**src/rtl/core/mexp_pkg.sv**
```systemverilog
// shared types and constants of the modular exponentiation unit
`default_nettype none
package mexp_pkg;

    localparam int DEFAULT_OPERAND_BITS = 32;
    localparam int FIELD_BITS           = 32;
    localparam int APB_ADDR_W           = 4;
    localparam int APB_DATA_W           = 32;
    localparam int MSG_BITS             = 8;

    // register indexes, taken from paddr[3:2]
    localparam logic [1:0] REG_MODULUS     = 2'd0;
    localparam logic [1:0] REG_PUBLIC_EXP  = 2'd1;
    localparam logic [1:0] REG_PRIVATE_EXP = 2'd2;

    localparam logic KIND_ENCRYPT = 1'b0;
    localparam logic KIND_DECRYPT = 1'b1;

    typedef struct packed {
        logic                  kind;
        logic [FIELD_BITS-1:0] base_value;
    } mexp_in_t;

    typedef struct packed {
        logic [FIELD_BITS-1:0] power_result;
        logic                  bad_modulus;
    } mexp_out_t;

    typedef struct packed {
        logic [APB_DATA_W-1:0] modulus;
        logic [APB_DATA_W-1:0] public_exponent;
        logic [APB_DATA_W-1:0] private_exponent;
    } mexp_cfg_t;

    typedef struct packed {
        logic busy;
        logic done;
    } mexp_rem_status_t;

endpackage
`default_nettype wire

```
**src/rtl/core/mexp_regs.sv**
```systemverilog
// apb register file holding modulus and both exponents
`default_nettype none
module mexp_regs (
    input  wire logic                            aclk,
    input  wire logic                            aresetn,
    input  wire logic                            psel,
    input  wire logic                            penable,
    input  wire logic                            pwrite,
    input  wire logic [mexp_pkg::APB_ADDR_W-1:0] paddr,
    input  wire logic [mexp_pkg::APB_DATA_W-1:0] pwdata,
    output logic      [mexp_pkg::APB_DATA_W-1:0] prdata,
    output logic                                 pready,
    output mexp_pkg::mexp_cfg_t                  cfg
);

    logic [mexp_pkg::APB_DATA_W-1:0] modulus_reg;
    logic [mexp_pkg::APB_DATA_W-1:0] public_exp_reg;
    logic [mexp_pkg::APB_DATA_W-1:0] private_exp_reg;
    logic [1:0]                      reg_index;
    logic                            wr_en;

    assign pready    = 1'b1;
    assign reg_index = paddr[3:2];
    assign wr_en     = psel & penable & pwrite & pready;

    always_ff @(posedge aclk) begin
        if (!aresetn) begin
            modulus_reg     <= '0;
            public_exp_reg  <= '0;
            private_exp_reg <= '0;
        end else if (wr_en) begin
            case (reg_index)
                mexp_pkg::REG_MODULUS:     modulus_reg     <= pwdata;
                mexp_pkg::REG_PUBLIC_EXP:  public_exp_reg  <= pwdata;
                mexp_pkg::REG_PRIVATE_EXP: private_exp_reg <= pwdata;
                default: ;
            endcase
        end
    end

    always_comb begin
        case (reg_index)
            mexp_pkg::REG_MODULUS:     prdata = modulus_reg;
            mexp_pkg::REG_PUBLIC_EXP:  prdata = public_exp_reg;
            mexp_pkg::REG_PRIVATE_EXP: prdata = private_exp_reg;
            default:                   prdata = '0;
        endcase
    end

    assign cfg.modulus          = modulus_reg;
    assign cfg.public_exponent  = public_exp_reg;
    assign cfg.private_exponent = private_exp_reg;

endmodule
`default_nettype wire

```
**src/rtl/core/mexp_rem.sv**
```systemverilog
// bit-serial restoring remainder unit: dividend mod divisor, one bit a cycle
`default_nettype none
module mexp_rem #(
    parameter int OPERAND_BITS = mexp_pkg::DEFAULT_OPERAND_BITS
) (
    input  wire logic                      aclk,
    input  wire logic                      aresetn,
    input  wire logic                      start,
    input  wire logic [2*OPERAND_BITS-1:0] dividend,
    input  wire logic [OPERAND_BITS-1:0]   divisor,
    output logic      [OPERAND_BITS-1:0]   remainder,
    output mexp_pkg::mexp_rem_status_t     status
);

    localparam int W     = OPERAND_BITS;
    localparam int CNT_W = $clog2(2 * W + 1);

    logic [2*W-1:0]   div_reg;
    logic [W-1:0]     rem_reg;
    logic [W-1:0]     rem_next;
    logic [CNT_W-1:0] cnt_reg;
    logic             busy_reg;
    logic             done_reg;
    logic [W:0]       trial;
    logic [W:0]       divisor_ext;

    assign trial       = {rem_reg, div_reg[2*W-1]};
    assign divisor_ext = {1'b0, divisor};

    always_comb begin
        if (trial >= divisor_ext) begin
            rem_next = W'(trial - divisor_ext);
        end else begin
            rem_next = trial[W-1:0];
        end
    end

    always_ff @(posedge aclk) begin
        if (!aresetn) begin
            busy_reg <= 1'b0;
            done_reg <= 1'b0;
            cnt_reg  <= '0;
        end else begin
            done_reg <= 1'b0;
            if (start) begin
                busy_reg <= 1'b1;
                cnt_reg  <= CNT_W'(2 * W);
            end else if (busy_reg) begin
                cnt_reg <= cnt_reg - CNT_W'(1);
                if (cnt_reg == CNT_W'(1)) begin
                    busy_reg <= 1'b0;
                    done_reg <= 1'b1;
                end
            end
        end
    end

    always_ff @(posedge aclk) begin
        if (start) begin
            div_reg <= dividend;
            rem_reg <= '0;
        end else if (busy_reg) begin
            div_reg <= {div_reg[2*W-2:0], 1'b0};
            rem_reg <= rem_next;
        end
    end

    assign remainder   = rem_reg;
    assign status.busy = busy_reg;
    assign status.done = done_reg;

endmodule
`default_nettype wire

```
**src/rtl/core/modular_exponentiation_unit.sv**
```systemverilog
// modular exponentiation unit: square-and-multiply over a shared remainder unit
// One item at a time: base^exponent mod modulus, exponent and modulus from the
// apb registers (modulus at 0x0, public exponent at 0x4, private exponent at 0x8).
// With W = OPERAND_BITS, every modular product goes through a single registered
// W x W multiplier and then the bit-serial remainder unit, which works through
// the 2W-bit product bit by bit. A zero modulus or a zero exponent skips the
// reductions and goes from the transfer straight to the finish state. s_ready
// rises with m_valid; a finished result sits in the output register while the
// next item is taken in, and an item that finishes while that result is still
// unaccepted waits for it.
`default_nettype none
module modular_exponentiation_unit #(
    parameter int OPERAND_BITS = mexp_pkg::DEFAULT_OPERAND_BITS
) (
    input  wire logic                            aclk,
    input  wire logic                            aresetn,
    input  wire logic                            s_valid,
    output logic                                 s_ready,
    input  wire mexp_pkg::mexp_in_t              s_data,
    output logic                                 m_valid,
    input  wire logic                            m_ready,
    output mexp_pkg::mexp_out_t                  m_data,
    input  wire logic                            psel,
    input  wire logic                            penable,
    input  wire logic                            pwrite,
    input  wire logic [mexp_pkg::APB_ADDR_W-1:0] paddr,
    input  wire logic [mexp_pkg::APB_DATA_W-1:0] pwdata,
    output logic      [mexp_pkg::APB_DATA_W-1:0] prdata,
    output logic                                 pready
);

    localparam int W = OPERAND_BITS;

    localparam logic [2:0] ST_IDLE     = 3'd0;
    localparam logic [2:0] ST_BASE_RED = 3'd1;
    localparam logic [2:0] ST_CHECK    = 3'd2;
    localparam logic [2:0] ST_MUL_ACC  = 3'd3;
    localparam logic [2:0] ST_RED_ACC  = 3'd4;
    localparam logic [2:0] ST_MUL_SQ   = 3'd5;
    localparam logic [2:0] ST_RED_SQ   = 3'd6;
    localparam logic [2:0] ST_FINISH   = 3'd7;

    mexp_pkg::mexp_cfg_t        cfg;
    mexp_pkg::mexp_rem_status_t rem_status;
    mexp_pkg::mexp_out_t        out_reg;

    logic [2:0]     state_reg;
    logic [2:0]     state_next;
    logic [W-1:0]   expo_reg;
    logic [W-1:0]   acc_reg;
    logic [W-1:0]   sq_reg;
    logic [W-1:0]   res_reg;
    logic           bad_reg;
    logic           kind_reg;
    logic [2*W-1:0] prod_reg;
    logic           start_reg;
    logic           out_valid_reg;
    logic [W-1:0]   modulus;
    logic [W-1:0]   sel_expo;
    logic [W-1:0]   sel_base;
    logic [W-1:0]   mul_a;
    logic [2*W-1:0] prod_next;
    logic [W-1:0]   rem_value;
    logic           take_in;
    logic           load_out;

    mexp_regs u_regs (
        .aclk    (aclk),
        .aresetn (aresetn),
        .psel    (psel),
        .penable (penable),
        .pwrite  (pwrite),
        .paddr   (paddr),
        .pwdata  (pwdata),
        .prdata  (prdata),
        .pready  (pready),
        .cfg     (cfg)
    );

    mexp_rem #(
        .OPERAND_BITS (W)
    ) u_rem (
        .aclk      (aclk),
        .aresetn   (aresetn),
        .start     (start_reg),
        .dividend  (prod_reg),
        .divisor   (modulus),
        .remainder (rem_value),
        .status    (rem_status)
    );

    assign modulus  = cfg.modulus[W-1:0];
    assign sel_expo = (s_data.kind == mexp_pkg::KIND_DECRYPT) ?
                      cfg.private_exponent[W-1:0] : cfg.public_exponent[W-1:0];
    assign sel_base = (s_data.kind == mexp_pkg::KIND_DECRYPT) ?
                      s_data.base_value[W-1:0] :
                      W'(s_data.base_value[mexp_pkg::MSG_BITS-1:0]);

    assign mul_a     = (state_reg == ST_MUL_ACC) ? acc_reg : sq_reg;
    assign prod_next = {{W{1'b0}}, mul_a} * {{W{1'b0}}, sq_reg};

    assign s_ready  = (state_reg == ST_IDLE);
    assign take_in  = s_valid & s_ready;
    assign load_out = (state_reg == ST_FINISH) & (~out_valid_reg | m_ready);

    always_comb begin
        state_next = state_reg;
        case (state_reg)
            ST_IDLE: begin
                if (take_in) begin
                    if (modulus == '0 || sel_expo == '0) begin
                        state_next = ST_FINISH;
                    end else begin
                        state_next = ST_BASE_RED;
                    end
                end
            end
            ST_BASE_RED: begin
                if (rem_status.done) begin
                    state_next = ST_CHECK;
                end
            end
            ST_CHECK: begin
                state_next = expo_reg[0] ? ST_MUL_ACC : ST_MUL_SQ;
            end
            ST_MUL_ACC: state_next = ST_RED_ACC;
            ST_RED_ACC: begin
                if (rem_status.done) begin
                    // no bits left above this one: the last square is not needed
                    state_next = (expo_reg[W-1:1] == '0) ? ST_FINISH : ST_MUL_SQ;
                end
            end
            ST_MUL_SQ: state_next = ST_RED_SQ;
            ST_RED_SQ: begin
                if (rem_status.done) begin
                    state_next = ST_CHECK;
                end
            end
            ST_FINISH: begin
                if (load_out) begin
                    state_next = ST_IDLE;
                end
            end
            default: state_next = ST_IDLE;
        endcase
    end

    always_ff @(posedge aclk) begin
        if (!aresetn) begin
            state_reg     <= ST_IDLE;
            start_reg     <= 1'b0;
            out_valid_reg <= 1'b0;
        end else begin
            state_reg <= state_next;
            start_reg <= (take_in && modulus != '0 && sel_expo != '0) ||
                         state_reg == ST_MUL_ACC || state_reg == ST_MUL_SQ;
            if (load_out) begin
                out_valid_reg <= 1'b1;
            end else if (m_ready) begin
                out_valid_reg <= 1'b0;
            end
        end
    end

    always_ff @(posedge aclk) begin
        case (state_reg)
            ST_IDLE: begin
                if (take_in) begin
                    kind_reg <= s_data.kind;
                    expo_reg <= sel_expo;
                    prod_reg <= (2 * W)'(sel_base);
                    acc_reg  <= (modulus == W'(1)) ? '0 : W'(1);
                    bad_reg  <= (modulus == '0);
                    res_reg  <= (modulus == '0) ? '0 : W'(1);
                end
            end
            ST_BASE_RED: begin
                if (rem_status.done) begin
                    sq_reg <= rem_value;
                end
            end
            ST_MUL_ACC: prod_reg <= prod_next;
            ST_RED_ACC: begin
                if (rem_status.done) begin
                    acc_reg <= rem_value;
                    res_reg <= rem_value;
                end
            end
            ST_MUL_SQ: prod_reg <= prod_next;
            ST_RED_SQ: begin
                if (rem_status.done) begin
                    sq_reg   <= rem_value;
                    expo_reg <= {1'b0, expo_reg[W-1:1]};
                end
            end
            default: ;
        endcase
        if (load_out) begin
            out_reg.bad_modulus <= bad_reg;
            if (kind_reg == mexp_pkg::KIND_DECRYPT) begin
                out_reg.power_result <=
                    mexp_pkg::FIELD_BITS'(res_reg[mexp_pkg::MSG_BITS-1:0]);
            end else begin
                out_reg.power_result <= mexp_pkg::FIELD_BITS'(res_reg);
            end
        end
    end

    assign m_valid = out_valid_reg;
    assign m_data  = out_reg;

    // remainder unit reports completion only while the sequencer waits on it
    a_done_in_wait: assert property (@(posedge aclk) disable iff (!aresetn)
        rem_status.done |-> (state_reg == ST_BASE_RED || state_reg == ST_RED_ACC ||
                             state_reg == ST_RED_SQ))
        else $error("remainder done outside a reduction wait");

    a_no_restart: assert property (@(posedge aclk) disable iff (!aresetn)
        start_reg |-> !rem_status.busy)
        else $error("remainder unit restarted while busy");

    a_operands_reduced: assert property (@(posedge aclk) disable iff (!aresetn)
        (state_reg == ST_CHECK) |-> (acc_reg < modulus && sq_reg < modulus))
        else $error("operand not reduced below modulus");

    a_bad_gives_zero: assert property (@(posedge aclk) disable iff (!aresetn)
        (m_valid && m_data.bad_modulus) |-> (m_data.power_result == '0))
        else $error("zero modulus result not cleared");

    a_busy_not_ready: assert property (@(posedge aclk) disable iff (!aresetn)
        take_in |=> !s_ready)
        else $error("input taken while an item is in progress");

endmodule
`default_nettype wire

```
**config.mk**
```make
export PLATFORM = sky130hd
export DESIGN_NAME = modular_exponentiation_unit
export DESIGN_NICKNAME = d
export VERILOG_FILES = /design/src/rtl/core/mexp_pkg.sv /design/src/rtl/core/mexp_regs.sv /design/src/rtl/core/mexp_rem.sv /design/src/rtl/core/modular_exponentiation_unit.sv
export SDC_FILE = /design/constraint.sdc
export NUM_CORES = 2
export LEC_CHECK = 0
export BUFFER_PORTS_ARGS = -buffer_cell sky130_fd_sc_hd__buf_2
export CORE_AREA = 10 10 427 429
export CTS_BUF_LIST = sky130_fd_sc_hd__clkbuf_4 sky130_fd_sc_hd__clkbuf_8 sky130_fd_sc_hd__clkbuf_16
export DETAILED_ROUTE_END_ITERATION = 10
export DIE_AREA = 0 0 437 439
export PLACE_DENSITY_LB_ADDON = 0.08
export SLEW_MARGIN = 30
export SYNTH_ARGS = -nofsm -noshare
export SYNTH_HDL_FRONTEND = slang
export SYNTH_SLANG_ARGS = --single-unit
export TNS_END_PERCENT = 5
```
**constraint.sdc**
```tcl
create_clock -name aclk -period 10 [get_ports aclk]
set_input_delay 0 -clock aclk [delete_from_list [all_inputs] [get_ports aclk]]
set_output_delay 0 -clock aclk [all_outputs]
set_load 0.02 [all_outputs]
```
* Word-level counts from Yosys, hierarchy flattened
Index checks and enable logic that the tools add are counted.
Widths: inputs -> output; s select.
** Word-level totals
- Output and inout bits :: 68
- Flip-flop bits (word level) :: 433
- Input port bits :: 76
- Word-level logic and storage cells :: 115
** Cells by class
- $lt $le $gt $ge :: 1
- Add/sub/neg operators :: 2
- Multiply operators :: 1
- Reduce and logical (&&, ||, !) cells :: 30
- Bitwise gates (word level) :: 8
- Muxes and demuxes :: 35
- Eq/ne operators :: 16
** Operators with widths (number)
- $mux 32 :: 9
- $mux 64 :: 3
- $pmux 32 s2 :: 3
- $pmux 64 s2 :: 1
- $pmux 32 s3 :: 1
- $logic_not 32->1 :: 2
- $mul 32x32->64 :: 1
- $reduce_bool 32->1 :: 2
- $ge 33x32->1 :: 1
- $eq 32x1->1 const B :: 1
- $sub 32x32->32 :: 1
- $logic_not 31->1 :: 1
- $pmux 3 s7 :: 1
- $mux 3 :: 6
- $mux 7 :: 2
- $eq 3x3->1 const B :: 4
- $reduce_and 2->1 :: 6
- $reduce_bool 2->1 :: 5
- $mux 1 :: 8
- $ne 2x1->1 const B :: 4
- $eq 7x1->1 const B :: 1
- $sub 7x1->7 const B :: 1
- $eq 3x2->1 const B :: 2
- $reduce_and 3->1 :: 2
- other kinds (15) :: 25

* Logic depth before layout (Yosys ltp)
- Depth in word-level cells :: 6
- Mapped depth :: 33
- Gate-level depth less buffers :: 29

* Cells and area by module
Synthesis repeated with hierarchy kept, for this count alone.
** Unflattened totals
- Cells, all modules :: 5394
- Area, all modules :: 52449.1 sq um
** By module, submodules not included
- modular_exponentiation_unit :: instances 1, area an instance 41901.4 sq um, cells an instance 4329, sequential area each 5985.7 sq um
- mexp_rem :: instances 1, area an instance 6336.1 sq um, cells an instance 605, sequential area each 2742.6 sq um
- mexp_regs :: instances 1, area an instance 4211.5 sq um, cells an instance 460, sequential area each 1921.8 sq um

* Least setup slack after synthesis
OpenSTA, ideal clock, no wires.
- Path kind :: register -> register
- Start :: reg state_reg[1]
- End :: reg prod_reg[59] (data pin)
- Path buffers :: 3
- Period minus slack after synthesis :: 8.518 ns
- Required time :: 9.734 ns
- Path slack :: 1.482 ns
- Setup time :: 0.266 ns
- Data arrival time :: 8.252 ns
- Cell stages (with the launch flop) :: 31
- Cell sequence :: dfxtp_1 > clkbuf_1 > nor2b_1 > nand2_1 > clkbuf_1 > mux2_2 > clkbuf_1 > and2_1 > fa_1 > inv_1 > fa_1 > fa_1 > fa_1 > inv_1 > fa_1 > inv_1 > fa_1 > inv_1 > fa_1 > fa_1 > ha_1 > nand4_2 > a2111oi_2 > o2bb2ai_2 > o21ai_2 > o21ba_4 > o31ai_4 > a21oi_2 > o41ai_2 > xnor2_1 > nor2_1
** On the way
- Word-level cells in the longest chain between the ends :: 4
- Elaborated cells on any way between the ends :: 7
- Classes of those cells :: 1 x mul; 2 x eq/ne; 2 x mux; 2 x reduce/logical
** Ends and longest elaborated chain
- from (decl) :: line modular_exponentiation_unit.sv:47 : logic [2:0] state_reg;
- from (signal assigned) :: line modular_exponentiation_unit.sv:154 : state_reg <= state_next;
- $eq 3x2->1 :: line modular_exponentiation_unit.sv:99, modular_exponentiation_unit.sv:166
- $mux 32 :: line modular_exponentiation_unit.sv:99 : assign mul_a = (state_reg == ST_MUL_ACC) ? acc_reg : sq_reg;
- $mul 32x32->64 :: line modular_exponentiation_unit.sv:100 : assign prod_next = {{W{1'b0}}, mul_a} * {{W{1'b0}}, sq_reg};
- $pmux 64 s2 (*) :: line modular_exponentiation_unit.sv:166 : case (state_reg)
- to (signal assigned) :: line modular_exponentiation_unit.sv:171 : prod_reg <= (2 * W)'(sel_base);
- to (signal assigned) :: line modular_exponentiation_unit.sv:182 : ST_MUL_ACC: prod_reg <= prod_next;
- to (signal assigned) :: line modular_exponentiation_unit.sv:189 : ST_MUL_SQ: prod_reg <= prod_next;
- to (decl) :: line modular_exponentiation_unit.sv:55 : logic [2*W-1:0] prod_reg;
Mark *: on every way between the ends. The rest lies on a longest branch, timed or not.
A chain may end at the register's enable or synchronous reset.

* Final worst setup path
- Start :: reg state_reg[1]
- End :: reg prod_reg[62] (data pin)
Same word-level chain as after synthesis.

==> flow_metrics.py <==
metrics = {
    "logic_synthesis": {
        "synth_top_family_by_area": "adder cells",
        "avgSynthCellArea_um2": 9.62,
        "syn_area_mm2": 0.0518,
        "ys_types": 72,
        "synth_edf_count": 260,
        "syn_nets": 6658,
        "seq_area_frac_synth_pct": 20.5,
        "syn_inst": 5388,
        "synth_seq_cells": 402,
        "async_flop_share_pct": 0,
        "synth_ff_type": "edfxtp_1",
        "synth_compound_area_share_pct": 7.21,
        "synthSimpleGateAreaFrac_pct": 16.6,
        "muxShareOfSynthArea_pct": 3.51,
        "yosys_warnings": 0,
        "synth_adder_area_share_pct": 41.8,
        "synthXorXnorAreaFrac_pct": 1.54,
    },
    "clocking": {
        "cts_tree": "built",
        "cts.sinks": 402,
        "clk_latency_ns": 0.67,
        "cts_setup_buffers": 0,
        "cts_made_buffers": 51,
        "root_buffer": "clkbuf_16",
        "cts.repair.resized": 0,
        "htree_num_levels": 2,
        "cts_hold_buf": 73,
        "cts_max_path_buffers": 3,
        "path_clk_slew_ns": 0.06,
    },
    "worst_setup_path": {
        "crit_slowest_cell": "mux2_2",
        "path_class": "register to register",
        "path_max_fanout": 41,
        "slowest_delay_ns": 0.58,
        "path_common_cell": "fa_1",
        "crit_family": "adder cells",
        "required_ns": 10.37,
        "end_kind": "register",
        "start_kind": "register",
        "critPathArrivalTime_ns": 9.76,
        "crit_buf_inv": 6,
    },
    "status": {
        "status": "finished, final reports clean",
    },
    "sta": {
        "maxSlewViolCount": 0,
        "skew_ns": 0.0810,
        "fin_crit_sh_pct": 93.9,
        "worst_pin_slew_ns": 0.968,
        "finalHoldViolCount": 0,
        "finalCriticalPeriod_ns": 9.39,
        "setup_violations": 0,
        "finalSetupTns_ns": 0,
        "holdWs_ns": 0.141,
        "relSlewSlack_pct": 35.5,
        "rsz0062_at_grt": "no",
        "setup_slack_ns": 0.611,
        "fmax_mhz": 107,
    },
    "place": {
        "dp_slack_ns": 0.658,
        "dp_hpwl_um": 133000,
        "gp_congestion": 0.821,
        "io_buffers": 140,
    },
    "final_layout": {
        "fillers": 18200,
        "multi_input_comb_area_mm2": 0.0367,
        "area_growth_pct": 12.0,
        "seq_area_mm2": 0.0107,
        "post_route_cells_drive_above_1_share_pct": 9.26,
        "final_common_cell": "inv_1",
        "nets": 6765,
        "mostFrequentLayoutCells": "901 x inv_1, 897 x fa_1, 750 x nand2_1, 619 x and2_1, 297 x ha_1",
    },
    "route": {
        "wl_met1_um": 83600,
        "via_per_inst": 4.70,
        "wl_met2_um": 79500,
        "drt_iter0_drc": 2127,
        "wl_per_cell_um": 21.7,
        "drt_first_pass_iters": 5,
        "drc": 0,
        "ant_nets": 0,
        "wl_um": 171000,
        "top_layer": "met5",
        "met3_length_um": 5320,
        "num_vias": 37000,
    },
    "global_route": {
        "grt_max_degree": 81,
        "grt_pass1_wl_um": 263000,
        "grt_pass1_vias": 40400,
        "grt_overflow_total": 0,
        "grt_util_all_layers_pct": 17.9,
        "antenna_found_initial": 14,
    },
    "flow_run": {
        "cap_violations": 0,
    },
    "floorplanning": {
        "die_width_um": 437,
        "ios": 144,
        "dieHeight_um": 439,
        "start_util_pct": 29.9,
        "die_area_mm2": 0.192,
        "core_mm2": 0.173,
        "rows": 153,
    },
    "min_path": {
        "hold_path_class": "primary input to register",
    },
}
-- synthesized netlist by cell type, types with 25 or more instances --
master / n / area [µm²]
a21oi_1: 122 / 611
dfxtp_1: 142 / 2840
edfxtp_1: 260 / 7810
nor4_1: 36 / 225
nand3_1: 49 / 245
and2_1: 620 / 3880
fa_1: 897 / 18000
xor2_1: 37 / 324
xnor2_1: 54 / 473
ha_1: 297 / 3720
o21ai_0: 149 / 746
nor2_1: 145 / 544
nand2_1: 754 / 2830
mux2i_1: 75 / 751
nor2b_1: 40 / 250
clkbuf_1: 295 / 1110
a21boi_0: 103 / 773
inv_1: 902 / 3390
o21a_1: 25 / 188
a21o_1: 54 / 405
nand4_1: 33 / 206
mux2_2: 95 / 1070
-- layout make-up --
type | instances | area share, %
diodes | 7 | 0.0302
clock buffers | 64 | 2.39
clock inverters | 32 | 0.605
inverters | 903 | 5.84
multi-input cells | 3773 | 63.2
flip-flops and latches | 402 | 18.3
well taps | 2325 | 5.01
repair buffers | 364 | 4.56
-- worst paths after layout --
kind / slack [ns] / cells past startpoint / startpoint / to
setup / recovery: 0.61 / 29 / state_reg[1]$_SDFFE_PN0P_ / prod_reg[62]$_SDFFCE_PP0P_
hold / removal: 0.14 / 4 / pwdata[12] / u_regs.modulus_reg[12]$_SDFFE_PN0P_
setup reg to reg: 0.61 / 29 / state_reg[1]$_SDFFE_PN0P_ / prod_reg[62]$_SDFFCE_PP0P_
hold reg to reg: 0.43 / 0 / bad_reg$_DFFE_PP_ / m_data[0]$_DFFE_PP_
-- cells by family after synthesis --
family / Yosys count
adders and majority gates: 1194
DFF: 402
xor gates and xnor gates: 91
AOI/OAI and AO/OA: 575
other: 1
buffers and inverters: 1213
muxes: 170
and+or+nand+nor: 1742
-- per-stage QoR --
stage                     area (µm²)  util, %  cells
after floorplan                51800        -   5388
after global placement         55500     32.0   7692
after detailed placement       55600     32.0   7694
after CTS                      58000     33.5   7863
after global routing           58000     33.5   7863
final                          58100     33.5   7870
-- per-layer routing --
metal	global-route usage [%]	up-vias
met5	0	-
met1	25.9	19300
met2	29.4	581
met4	2.90	2
li1	-	17000
met3	1.62	123
-- worst register-to-register path, delay by kind of cell, from the launching register on --
| family | cells | cell delay, ns |
|---|---|---|
| muxes | 1 | 0.58 |
| AOI/OAI and AO/OA | 5 | 1.48 |
| buffers and inverters | 6 | 1.02 |
| DFF | 1 | 0.30 |
| xor gates and xnor gates | 1 | 0.15 |
| adders and majority gates | 9 | 4.49 |
| and+or+nand+nor | 7 | 1.11 |
Power is left out: the tool's default activity adds up to more than one toggle a clock period on the data nets, which glitch-free logic cannot reach.
